### config.mk
export PLATFORM = sky130hd
export DESIGN_NAME = checked_record_parser_flat
export DESIGN_NICKNAME = d
export VERILOG_FILES = /design/src/sv/crp_pkg.sv /design/src/sv/crp_req_if.sv /design/src/sv/crp_rsp_if.sv /design/src/sv/crp_verdict.sv /design/src/sv/checked_record_parser.sv /design/src/flat_wrapper.sv
export SDC_FILE = /design/constraint.sdc
export NUM_CORES = 1
export LEC_CHECK = 0
export BUFFER_PORTS_ARGS = -buffer_cell sky130_fd_sc_hd__buf_2
export CORE_ASPECT_RATIO = 2
export CORE_MARGIN = 2
export CORE_UTILIZATION = 30
export DETAILED_ROUTE_END_ITERATION = 10
export GPL_TIMING_DRIVEN = 0
export PLACE_DENSITY = 0.51
export SYNTH_ARGS = -nofsm -noshare
export SYNTH_HDL_FRONTEND = slang
export SYNTH_SLANG_ARGS = --single-unit
export TNS_END_PERCENT = 20
### constraint.sdc
create_clock -name clock -period 10.73 [get_ports clock]
set_input_delay 2.146 -clock clock [delete_from_list [all_inputs] [get_ports clock]]
set_output_delay 2.146 -clock clock [all_outputs]
set_load 0.05 [all_outputs]
### src/sv/crp_pkg.sv
// Shared types, constants and the CRC byte step of the checked record parser.
package crp_pkg;

   localparam int HDR_BYTES           = 12;
   localparam int FTR_BYTES           = 28;
   localparam int DEFAULT_MAX_PAYLOAD = 65536;
   localparam int LIMIT_W             = 17;

   localparam logic [LIMIT_W-1:0] LIMIT_RESET    = 17'h10000;
   localparam logic [31:0]        CRC_POLY       = 32'hEDB88320;
   localparam logic [31:0]        CRC_INIT       = 32'hFFFFFFFF;
   localparam logic [31:0]        FLAG_PENDING   = 32'h00000000;
   localparam logic [31:0]        FLAG_PROCESSED = 32'hFFFFFFFF;
   localparam logic [7:0]         VERSION_LSB    = 8'h01;

   // Footer field offsets, relative to the end of the payload
   localparam logic [4:0] OFF_VERSION = 5'd4;
   localparam logic [4:0] OFF_CRC     = 5'd8;
   localparam logic [4:0] OFF_REQUEST = 5'd12;
   localparam logic [4:0] OFF_OWNER   = 5'd20;
   localparam logic [4:0] OFF_END     = 5'd28;

   localparam logic [7:0] MAGIC [4] = '{8'h44, 8'h50, 8'h48, 8'h53};

   typedef enum logic [1:0] {
      ST_PENDING   = 2'd0,
      ST_PROCESSED = 2'd1,
      ST_INVALID   = 2'd2,
      ST_LIMIT     = 2'd3
   } status_type;

   typedef enum logic {
      KIND_PAYLOAD = 1'b0,
      KIND_VERDICT = 1'b1
   } kind_type;

   // Record fields as they stand after the final byte, handed to the verdict logic
   typedef struct packed {
      logic [31:0] flag_word;
      logic [31:0] payload_length;
      logic [31:0] running_crc;
      logic [31:0] stored_crc;
      logic        request_zero;
      logic        footer_bad;
   } rec_check_type;

   function automatic logic [31:0] crc_byte(input logic [31:0] c_in, input logic [7:0] b);
      logic [31:0] c;
      c = c_in ^ {24'b0, b};
      for (int k = 0; k < 8; k++) begin
         c = (c >> 1) ^ (CRC_POLY & {32{c[0]}});
      end
      return c;
   endfunction

endpackage

### src/sv/crp_req_if.sv
// Input channel of the checked record parser: one record byte per beat.
interface crp_req_if;
   logic       valid;
   logic       ready;
   logic [7:0] data_byte;
   logic       last;

   modport source (output valid, output data_byte, output last, input ready);
   modport sink   (input valid, input data_byte, input last, output ready);
endinterface

### src/sv/crp_rsp_if.sv
// Result channel of the checked record parser: payload bytes and the final verdict.
interface crp_rsp_if;
   logic               valid;
   logic               ready;
   logic               kind;
   logic [7:0]         payload_byte;
   logic [1:0]         status;
   logic signed [31:0] score;
   logic [63:0]        request_id;
   logic [63:0]        owner_id;

   modport source (output valid, output kind, output payload_byte, output status,
                   output score, output request_id, output owner_id, input ready);
   modport sink   (input valid, input kind, input payload_byte, input status,
                   input score, input request_id, input owner_id, output ready);
endinterface

### src/sv/crp_verdict.sv
// Ordered verdict checks on a completed record.
module crp_verdict #(
   parameter int MAX_PAYLOAD_BYTES = crp_pkg::DEFAULT_MAX_PAYLOAD,
   parameter int CNT_W             = 17
) (
   input  logic [CNT_W-1:0]               size,
   input  crp_pkg::rec_check_type         rec,
   input  logic [crp_pkg::LIMIT_W-1:0]    limit,
   output crp_pkg::status_type            status
);
   import crp_pkg::*;

   localparam int SIZE_MIN = HDR_BYTES + FTR_BYTES;
   localparam int SIZE_MAX = HDR_BYTES + FTR_BYTES + MAX_PAYLOAD_BYTES;

   logic        size_bad;
   logic        header_bad;
   logic        flag_bad;
   logic [33:0] size_want;
   logic        crc_bad;

   always_comb begin
      size_bad   = (size < CNT_W'(SIZE_MIN)) || (size > CNT_W'(SIZE_MAX));
      flag_bad   = (rec.flag_word != FLAG_PENDING) && (rec.flag_word != FLAG_PROCESSED);
      size_want  = 34'(rec.payload_length) + 34'(SIZE_MIN);
      header_bad = flag_bad
                || (rec.payload_length > 32'(MAX_PAYLOAD_BYTES))
                || (rec.payload_length[1:0] != 2'b00)
                || (34'(size) != size_want);
      crc_bad    = rec.stored_crc != ~rec.running_crc;

      if (size_bad || header_bad) begin
         status = ST_INVALID;
      end else if (rec.payload_length > 32'(limit)) begin
         status = ST_LIMIT;
      end else if (rec.footer_bad || rec.request_zero || crc_bad) begin
         status = ST_INVALID;
      end else if (rec.flag_word == FLAG_PENDING) begin
         status = ST_PENDING;
      end else begin
         status = ST_PROCESSED;
      end
   end

endmodule

### src/sv/checked_record_parser.sv
// Checked record parser top level: field capture, CRC and result register.
// The block takes record bytes and, in the cycle after one is taken, puts a
// passed-through payload byte or the verdict on the final byte into a single output
// register; other bytes give no result. A new byte is taken in every cycle in which
// that register is empty or being drained, so the sustained rate is one byte per
// cycle while results are taken. All record state clears with the verdict, so the
// byte after a final byte starts a new record. There is no clearing pass after
// reset. The limit register may be written at any idle time.
module checked_record_parser #(
   parameter int MAX_PAYLOAD_BYTES = crp_pkg::DEFAULT_MAX_PAYLOAD
) (
   input  logic                         clock,
   input  logic                         reset,
   crp_req_if.sink                      req_bus,
   crp_rsp_if.source                    rsp_bus,
   input  logic                         csr_wr_en,
   input  logic [crp_pkg::LIMIT_W-1:0]  csr_wr_data
);
   import crp_pkg::*;

   localparam int COUNT_CAP = HDR_BYTES + FTR_BYTES + MAX_PAYLOAD_BYTES + 1;
   localparam int CNT_W     = $clog2(COUNT_CAP + 1);

   logic [LIMIT_W-1:0] limit_ff;
   logic [CNT_W-1:0]   count_ff,  count_in;
   logic [31:0]        crc_ff,    crc_in;
   logic [31:0]        flag_ff,   flag_in;
   logic [31:0]        score_ff,  score_in;
   logic [31:0]        len_ff,    len_in;
   logic [31:0]        scrc_ff,   scrc_in;
   logic [63:0]        req_ff,    req_in;
   logic [63:0]        own_ff,    own_in;
   logic               fbad_ff,   fbad_in;

   logic               out_valid_ff;
   kind_type           kind_ff;
   logic [7:0]         pbyte_ff;
   status_type         status_ff;
   logic [31:0]        oscore_ff;
   logic [63:0]        oreq_ff;
   logic [63:0]        oown_ff;

   logic               accept;
   logic [7:0]         b;
   logic [32:0]        pos_w;
   logic [32:0]        pend;
   logic [32:0]        off;
   logic [4:0]         off_lo;
   logic [4:0]         lane_req;
   logic [4:0]         lane_own;
   logic               in_body;
   logic               pass;
   logic               in_footer;
   logic               in_crc;
   status_type         verdict;
   rec_check_type      rec;

   assign req_bus.ready = !out_valid_ff || rsp_bus.ready;
   assign accept        = req_bus.valid && req_bus.ready;
   assign b             = req_bus.data_byte;

   always_comb begin
      flag_in  = flag_ff;
      score_in = score_ff;
      len_in   = len_ff;
      scrc_in  = scrc_ff;
      req_in   = req_ff;
      own_in   = own_ff;
      fbad_in  = fbad_ff;

      pos_w     = 33'(count_ff);
      pend      = {1'b0, len_ff} + 33'(HDR_BYTES);
      in_body   = count_ff >= CNT_W'(HDR_BYTES);
      pass      = in_body && (pos_w < pend);
      off       = pos_w - pend;
      in_footer = in_body && !pass && (off < 33'(OFF_END));
      off_lo    = off[4:0];
      lane_req  = off_lo - OFF_REQUEST;
      lane_own  = off_lo - OFF_OWNER;
      in_crc    = count_ff >= CNT_W'(4);

      if (count_ff < CNT_W'(4)) begin
         flag_in[{count_ff[1:0], 3'b000} +: 8] = b;
      end else if (count_ff < CNT_W'(8)) begin
         score_in[{count_ff[1:0], 3'b000} +: 8] = b;
      end else if (!in_body) begin
         len_in[{count_ff[1:0], 3'b000} +: 8] = b;
      end else if (in_footer) begin
         if (off_lo < OFF_VERSION) begin
            if (b != MAGIC[off_lo[1:0]]) fbad_in = 1'b1;
         end else if (off_lo < OFF_CRC) begin
            if (b != ((off_lo == OFF_VERSION) ? VERSION_LSB : 8'h00)) fbad_in = 1'b1;
         end else if (off_lo < OFF_REQUEST) begin
            scrc_in[{off_lo[1:0], 3'b000} +: 8] = b;
            in_crc = 1'b0;
         end else if (off_lo < OFF_OWNER) begin
            req_in[{lane_req[2:0], 3'b000} +: 8] = b;
         end else begin
            own_in[{lane_own[2:0], 3'b000} +: 8] = b;
         end
      end

      crc_in   = in_crc ? crc_byte(crc_ff, b) : crc_ff;
      count_in = (count_ff < CNT_W'(COUNT_CAP)) ? count_ff + CNT_W'(1) : CNT_W'(COUNT_CAP);

      rec.flag_word      = flag_in;
      rec.payload_length = len_in;
      rec.running_crc    = crc_in;
      rec.stored_crc     = scrc_in;
      rec.request_zero   = req_in == 64'd0;
      rec.footer_bad     = fbad_in;
   end

   crp_verdict #(
      .MAX_PAYLOAD_BYTES (MAX_PAYLOAD_BYTES),
      .CNT_W             (CNT_W)
   ) u_verdict (
      .size   (count_in),
      .rec    (rec),
      .limit  (limit_ff),
      .status (verdict)
   );

   always_ff @(posedge clock) begin
      if (reset) begin
         limit_ff <= LIMIT_RESET;
      end else if (csr_wr_en) begin
         limit_ff <= csr_wr_data;
      end
   end

   // Record state: advance on every beat, clear after the final byte
   always_ff @(posedge clock) begin
      if (reset || (accept && req_bus.last)) begin
         count_ff <= '0;
         crc_ff   <= CRC_INIT;
         flag_ff  <= '0;
         score_ff <= '0;
         len_ff   <= '0;
         scrc_ff  <= '0;
         req_ff   <= '0;
         own_ff   <= '0;
         fbad_ff  <= 1'b0;
      end else if (accept) begin
         count_ff <= count_in;
         crc_ff   <= crc_in;
         flag_ff  <= flag_in;
         score_ff <= score_in;
         len_ff   <= len_in;
         scrc_ff  <= scrc_in;
         req_ff   <= req_in;
         own_ff   <= own_in;
         fbad_ff  <= fbad_in;
      end
   end

   always_ff @(posedge clock) begin
      if (reset) begin
         out_valid_ff <= 1'b0;
      end else if (accept) begin
         out_valid_ff <= req_bus.last || pass;
      end else if (rsp_bus.ready) begin
         out_valid_ff <= 1'b0;
      end
   end

   // Result payload: verdict wins over pass-through on the final byte
   always_ff @(posedge clock) begin
      if (accept) begin
         if (req_bus.last) begin
            kind_ff   <= KIND_VERDICT;
            pbyte_ff  <= 8'h00;
            status_ff <= verdict;
            oscore_ff <= score_in;
            oreq_ff   <= req_in;
            oown_ff   <= own_in;
         end else begin
            kind_ff   <= KIND_PAYLOAD;
            pbyte_ff  <= b;
            status_ff <= ST_PENDING;
            oscore_ff <= '0;
            oreq_ff   <= '0;
            oown_ff   <= '0;
         end
      end
   end

   assign rsp_bus.valid        = out_valid_ff;
   assign rsp_bus.kind         = kind_ff;
   assign rsp_bus.payload_byte = pbyte_ff;
   assign rsp_bus.status       = status_ff;
   assign rsp_bus.score        = oscore_ff;
   assign rsp_bus.request_id   = oreq_ff;
   assign rsp_bus.owner_id     = oown_ff;

endmodule

### src/flat_wrapper.sv
// flat-port wrapper written by rule: the top's interface ports become plain ports
module checked_record_parser_flat import crp_pkg::*;
#(
   parameter int MAX_PAYLOAD_BYTES = crp_pkg::DEFAULT_MAX_PAYLOAD
)
  (clock, reset, csr_wr_en, csr_wr_data, req_bus_valid, req_bus_data_byte, req_bus_last, req_bus_ready, rsp_bus_valid, rsp_bus_kind, rsp_bus_payload_byte, rsp_bus_status, rsp_bus_score, rsp_bus_request_id, rsp_bus_owner_id, rsp_bus_ready);
  crp_req_if req_bus_i ();
  crp_rsp_if rsp_bus_i ();
  input  logic clock;
  input  logic reset;
  input  logic csr_wr_en;
  input  logic [crp_pkg::LIMIT_W-1:0] csr_wr_data;
  input wire logic [$bits(req_bus_i.valid)-1:0] req_bus_valid;
  input wire logic [$bits(req_bus_i.data_byte)-1:0] req_bus_data_byte;
  input wire logic [$bits(req_bus_i.last)-1:0] req_bus_last;
  output wire logic [$bits(req_bus_i.ready)-1:0] req_bus_ready;
  output wire logic [$bits(rsp_bus_i.valid)-1:0] rsp_bus_valid;
  output wire logic [$bits(rsp_bus_i.kind)-1:0] rsp_bus_kind;
  output wire logic [$bits(rsp_bus_i.payload_byte)-1:0] rsp_bus_payload_byte;
  output wire logic [$bits(rsp_bus_i.status)-1:0] rsp_bus_status;
  output wire logic [$bits(rsp_bus_i.score)-1:0] rsp_bus_score;
  output wire logic [$bits(rsp_bus_i.request_id)-1:0] rsp_bus_request_id;
  output wire logic [$bits(rsp_bus_i.owner_id)-1:0] rsp_bus_owner_id;
  input wire logic [$bits(rsp_bus_i.ready)-1:0] rsp_bus_ready;
  assign req_bus_i.valid = req_bus_valid;
  assign req_bus_i.data_byte = req_bus_data_byte;
  assign req_bus_i.last = req_bus_last;
  assign req_bus_ready = req_bus_i.ready;
  assign rsp_bus_valid = rsp_bus_i.valid;
  assign rsp_bus_kind = rsp_bus_i.kind;
  assign rsp_bus_payload_byte = rsp_bus_i.payload_byte;
  assign rsp_bus_status = rsp_bus_i.status;
  assign rsp_bus_score = rsp_bus_i.score;
  assign rsp_bus_request_id = rsp_bus_i.request_id;
  assign rsp_bus_owner_id = rsp_bus_i.owner_id;
  assign rsp_bus_i.ready = rsp_bus_ready;
  checked_record_parser #(.MAX_PAYLOAD_BYTES(MAX_PAYLOAD_BYTES)) u_core (.clock(clock), .reset(reset), .req_bus(req_bus_i), .rsp_bus(rsp_bus_i), .csr_wr_en(csr_wr_en), .csr_wr_data(csr_wr_data));
endmodule
==> run metrics, run 1 <==
Fillers=9436; Die Footprint=92300 µm²; worst-path fanout max=9; ANT nets after route=0; pre-CTS WS=2.44 ns; max-slew violations=11; WS Path Type=reg -> reg; sequential-to-total area share from yosys stat=43.2%; GRT Resource Usage Total=23.6%; worst vdd ir=0.112 mV; Async SR Flop Fraction=0%; worst endpoint required time=11.02 ns; DP Wirelength=86100 µm; Yosys reg bits=495; Post-Synthesis Cells=3224; Ports=204; Power, Total=4.74 mW; Port-buffer cells=198; Worst Tran Pin Value=1.56 ns; largest net degree at the start of global routing=68; Nets=3562; final instance area=31100 µm²; H-tree levels=2; FF-to-FF setup slack=2.52 ns; CTS root buffer=clkbuf_16; fin crit period=8.21 ns; DR iter-0 viols=1832; DR pass1 iterations=8; Arrival @ worst endpoint=8.50 ns; # DRC=0; slowest CP cell=o31ai_1; Final WS setup=2.52 ns; final-report hold violation count=0; Leak=11.5 nW; Synth Area per Inst=8.35 µm²; via count=24.8k; post-CTS setup buffers=0; number of CTS-inserted buffers=47; P&R area growth vs syn=15.5%; placed cell areas=29500 µm²; Worst Hold Class=reg -> reg; commonest cells in the synthesized netlist=489 x nor2_1, 461 x nand2_1, 381 x a21oi_1; final wirelength=112000 µm; status=finished, violations left; Netlist cell types=94; Clock Pin Slew Worst Setup and Hold Paths=0.07 ns; die height=428 µm; Initial Util=30.2%; clk sinks=495; clk_lat worst skew=0.67 ns; post-route insts no fill=4692; synthesized net count=3309; post_cts resized=0; RSZ-0062 raised after global routing=no; CP peak stage delay=0.98 ns; ys flop type=dfxtp_1; largest cells by area after synthesis=dfxtp_1 24%, edfxtp_1 19%, a21oi_1 7.1%; worst-path cell chain=inv_1 -> ha_1 -> nand3b_2 -> nor2_1 -> xnor2_1 -> ha_1 -> clkbuf_1 -> nand4_1 -> nor3_1 -> a21oi_1 -> or2_2 -> clkbuf_1 -> nor4_2 -> nand4_1 -> nor3_2 -> nand2_1 -> o31ai_1 -> o211ai_1 -> nor4_2 -> nand4bb_1 -> a211oi_1; Post-synth EDFFs=171; PD cells=152 nW/µm²; Worst Clk Skew=0.0577 ns; # hold bufs at CTS=0; Fmax=0.122 GHz; top cell type's share of synthesized area=24.1%; cell area after synthesis=26900 µm²; Clock Tree Buf Depth=3; vias in the first global route=24.5k; most instantiated library cell after synthesis=nor2_1; CTS tree=yes; Final period util=76.5%; failing checks=capacitance limit, slew limit; Vias per Instance=5.29; r2r worst-path depth=21; first-pass GRT wire length=161000 µm; Ys Warns=0; drt wl/cell=23.8 µm; CP startpoint kind=register; Final setup viols=0; Core Rows=155; core area=89000 µm²; hold depth=2; area leader, netlist=dfxtp_1; Die W=216 µm; gr ovfl total=0; number of max-cap violations=1; Worst setup EP type=register; placed cells=4604; Relative slew margins=-3.92%; share of cells above drive strength 1=10.2%; routability cong.=0.993; initial antenna violation count=3
==> critical path: cells and delay by family (launching register included) <==
kind,cells,cell delay (ns)
AND/OR/NAND/NOR,11,4.32
AO/OA/AOI/OAI,4,1.64
buffers and inverters,3,0.66
adder cells (fa/ha/maj),2,0.54
flip-flops,1,0.50
XOR/XNOR,1,0.17
==> per-stage QoR <==
stage | util (%) | TNS, ns | hold slack (ns)
after floorplan | - | 0 | 0.431
after global placement | 33.0 | -303.59 | 0.437
after detailed placement | 33.2 | 0 | 0.447
after CTS | 34.9 | 0 | 0.456
after global routing | 34.9 | 0 | 0.474
final | 34.9 | 0 | 0.455
==> path summary, 6_finish.rpt <==
kind                      from                  endpoint
max           u_core.len_ff[2]  u_core.rsp_bus.status[0]
min          u_core.req_ff[63]         u_core.req_ff[63]
max reg2reg   u_core.len_ff[2]  u_core.rsp_bus.status[0]
min reg2reg  u_core.req_ff[63]         u_core.req_ff[63]
==> layer usage <==
layer  GRT usage, %  share of wire (%)  vias up
met1           23.8                 35    11700
met3           3.05                5.3      359
met5              0              0.012        -
li1               -                  -    11800
met4           19.8                9.6        2
met2           43.2                 50      977
==> placed cells by master, fill, tap and decap left out, types with 53 or more instances in the layout <==
cell type,instances
clkbuf_1,184
nand3_1,133
mux2i_1,175
nor3_1,61
nand2_1,461
a21oi_1,381
xnor2_1,116
dfxtp_1,324
buf_2,224
nor2_1,489
edfxtp_1,171
ha_1,53
xor2_1,58
o21ai_0,97
==> final cells by class <==
type                            count  area, µm²  area share, %
Multi-Input combinational cell   2464      14300           45.9
Sequential cell                   495      11600           37.4
Tap cell                         1177       1470           4.73
Clock buffer                       60       1300           4.18
Timing Repair Buffer              204       1100           3.53
Buffer                            213        851           2.73
Clock inverter                     26        290          0.933
Inverter                           52        195          0.627
Antenna cell                        1       2.50        0.00804
==> state kept, by name (all words and copies together) (netlist names), 2 cells and up <==
name / count
u_core.own_ff: 64
u_core.req_ff: 64
u_core.rsp_bus.owner_id: 64
u_core.rsp_bus.request_id: 64
u_core.crc_ff: 32
u_core.flag_ff: 32
u_core.len_ff: 32
u_core.rsp_bus.score: 32
u_core.score_ff: 32
u_core.scrc_ff: 32
u_core.count_ff: 17
u_core.limit_ff: 17
u_core.rsp_bus.payload_byte: 8
u_core.rsp_bus.status: 2
==> kinds of logic (layout without fill, tap and decap cells) <==
logic type | Yosys count | in the layout | synth area share, %
AND/OR/NAND/NOR | 1410 | 1410 | 24.2
AO/OA/AOI/OAI | 645 | 645 | 13.8
flip-flops | 495 | 495 | 43.2
buffers and inverters | 265 | 555 | 3.87
multiplexers | 180 | 180 | 6.76
XOR/XNOR | 175 | 175 | 5.72
adder cells (fa/ha/maj) | 54 | 54 | 2.54
other | 0 | 1 | 0
==> report_power, final <==
group	internal [mW]	switching, mW
clock	0.966	0.831
combinational	0.251	0.673
sequential	1.99	0.0326
(Power assumes the default switching activity.)
==> run 2, diff against run 1 <==
- PLACE_DENSITY: 0.51 -> 0.52
- clock period: 10.73 -> 6.8 ns (I/O delays scaled with it)
==> run 2 against run 1 <==
Against the previous run:
- the flow now finishes without violations
- utilization grew 0.29 points
- worst hold slack is essentially flat
- final cell count grew 0.17%
- fmax grew 24%
- clock skew shrank 0.022 ns
- largest power group unchanged
- highest routed layer unchanged
==> run metrics, run 2 (same netlist as run 1, synthesis figures left out) <==
status=finished, final reports clean; Worst setup EP type=register; clk sinks=495 (unchanged); sequential share of power=42.3% (-0.3 points); clk_lat worst skew=0.65 ns (-0.02 ns); Setup TNS=0 ns (unchanged); Core Rows=155 (unchanged); Arrival @ worst endpoint=6.96 ns (-1.54 ns); Fmax=0.151 GHz (+24%); Comb pwr share=19.4% (about the same); CTS root buffer=clkbuf_16; PD cells=241 nW/µm² (+58%); Initial Util=30.2% (unchanged); routability cong.=0.977 (-1.7%); Leak=11.6 nW (+1.1%); Pint=5.11 mW (+59%); fin crit period=6.63 ns (-1.58 ns); first-pass GRT wire length=161000 µm (about the same); # DRC=0 (unchanged); vias in the first global route=24.7k (+0.96%); Relative slew margins=7.40% (+11 points); Worst Clk Skew=0.0353 ns (-0.0225 ns); commonest cells after routing, fill and taps aside=488 x nor2_1, 461 x nand2_1, 379 x a21oi_1, 323 x dfxtp_1, 217 x buf_2; Ports=204 (unchanged); Vias per Instance=5.33 (+0.68%); core area=89000 µm² (unchanged); Die W=216 µm (unchanged); share of cells above drive strength 1=11.2% (+0.94 points); number of CTS-inserted buffers=48 (+2.1%); drt wl/cell=23.8 µm (-0.15%); Fillers=9388 (-0.51%); Clock Pin Slew Worst Setup and Hold Paths=0.07 ns (about the same); Clock Power Share=38.3% (+0.4 points); worst endpoint required time=7.13 ns (-3.89 ns); commonest non-fill, non-tap cell in the layout=nor2_1; die height=428 µm (unchanged); ANT nets after route=0 (unchanged); Worst Hold Class=reg -> reg; DR iter-0 viols=1831 (-0.055%); gr ovfl total=0 (unchanged); Port-buffer cells=198 (unchanged); Worst Tran Pin Value=1.39 ns (-0.170 ns); number of max-cap violations=0 (-1); DR pass1 iterations=7 (-1); Switch Pwr=2.43 mW (+58%); DP Wirelength=85800 µm (-0.28%); final-report hold violation count=0 (unchanged); worst vdd ir=0.178 mV (+59%); Die Footprint=92300 µm² (unchanged); GRT Resource Usage Total=23.6% (-0.026 points); max-slew violations=0 (-11); Switching Share=32.2% (-0.16 points); via count=25.1k (+0.85%); H-tree levels=2 (unchanged); largest net degree at the start of global routing=98 (+44%); worst-path fanout max=10 (+1); final instance area=31400 µm² (+0.82%); P&R area growth vs syn=16.5%; # hold bufs at CTS=0 (unchanged); CTS tree=yes; Final setup viols=0 (unchanged); placed cell areas=29500 µm² (-0.20%); Final period util=97.5% (+21 points); Clock Tree Buf Depth=3 (unchanged); CP startpoint kind=register; final wirelength=112000 µm (about the same); initial antenna violation count=4 (+1); WS Path Type=reg -> reg; Nets=3567 (+0.14%); RSZ-0062 raised after global routing=yes
[run 2: power groups by stage]
stage	combinational (mW)	sequential, mW	clock, mW
2_1_floorplan	0.779	3.41	0
3_3_place_gp	1.42	3.27	0
3_5_place_dp	1.42	3.26	0
4_1_cts	1.44	3.19	2.94
5_1_grt	1.54	3.20	3.03
6_report	1.46	3.19	2.89
[run 2: what timing repair did]
| action | in CTS | in global routing |
|---|---|---|
| buffers inserted | 1 | 6 |
| endpoints found under the setup margin | 30 | 80 |
| resized for setup | 21 | 26 |
| pin swaps | 5 | 5 |
[run 2: through the flow]
stage	power, mW	cells	setup WS (ns)	util (%)	hold WS [ns]
floorplan	4.19	3224	1.31	-	0.431
global placement	4.68	4599	-0.919	33.0	0.437
detailed placement	4.68	4602	-0.875	33.1	0.444
CTS	7.57	4693	-0.0475	35.0	0.454
global route	7.77	4700	-0.111	35.2	0.468
finish	7.55	4700	0.168	35.2	0.455
[run 2: routing by layer]
metal / global-route usage, % / routed length, µm / vias to the layer above
li1: - / - / 11800
met5: 0 / 37 / -
met3: 3.18 / 5250 / 394
met1: 23.4 / 38500 / 11900
met2: 43.1 / 56500 / 940
met4: 20.8 / 11300 / 6
[run 2: cell type report]
cell class,count,area (µm²),area share (%)
antenna,1,2.50,0.00798
buffer,213,880,2.80
clock buffer,60,1310,4.17
clock inverter,30,330,1.05
inverter,52,195,0.622
multi-input combinational,2464,14500,46.1
sequential,495,11600,37.1
tap,1177,1470,4.70
timing repair buffer,208,1090,3.46
[run 2: worst max-delay path, cell delays in order, from the launching register on]
cell       delay, ns
dfxtp_2         0.42
inv_1           0.12
ha_1            0.23
nand3b_2        0.33
nor2_2          0.24
xnor2_1         0.11
ha_1            0.29
clkbuf_1        0.35
nand4_1         0.21
nor3_1          0.29
a21oi_2         0.15
or2_2           0.29
clkbuf_1        0.21
nor4_4          0.43
nand4_1         0.13
buf_4           0.19
or4_1           0.47
buf_2           0.23
mux2i_2         0.35
and4_1          0.24
nand4b_1        0.24
nor4_4          0.33
buf_4           0.18
nand4bb_1       0.19
a211oi_1        0.10
[run 2: worst paths after layout]
kind	to	slack (ns)	depth (start not counted)	from
max	u_core.rsp_bus.status[0]	0.17	24	u_core.len_ff[2]
min	u_core.req_ff[63]	0.46	2	u_core.req_ff[63]
max reg2reg	u_core.rsp_bus.status[0]	0.17	24	u_core.len_ff[2]
min reg2reg	u_core.req_ff[63]	0.46	2	u_core.req_ff[63]
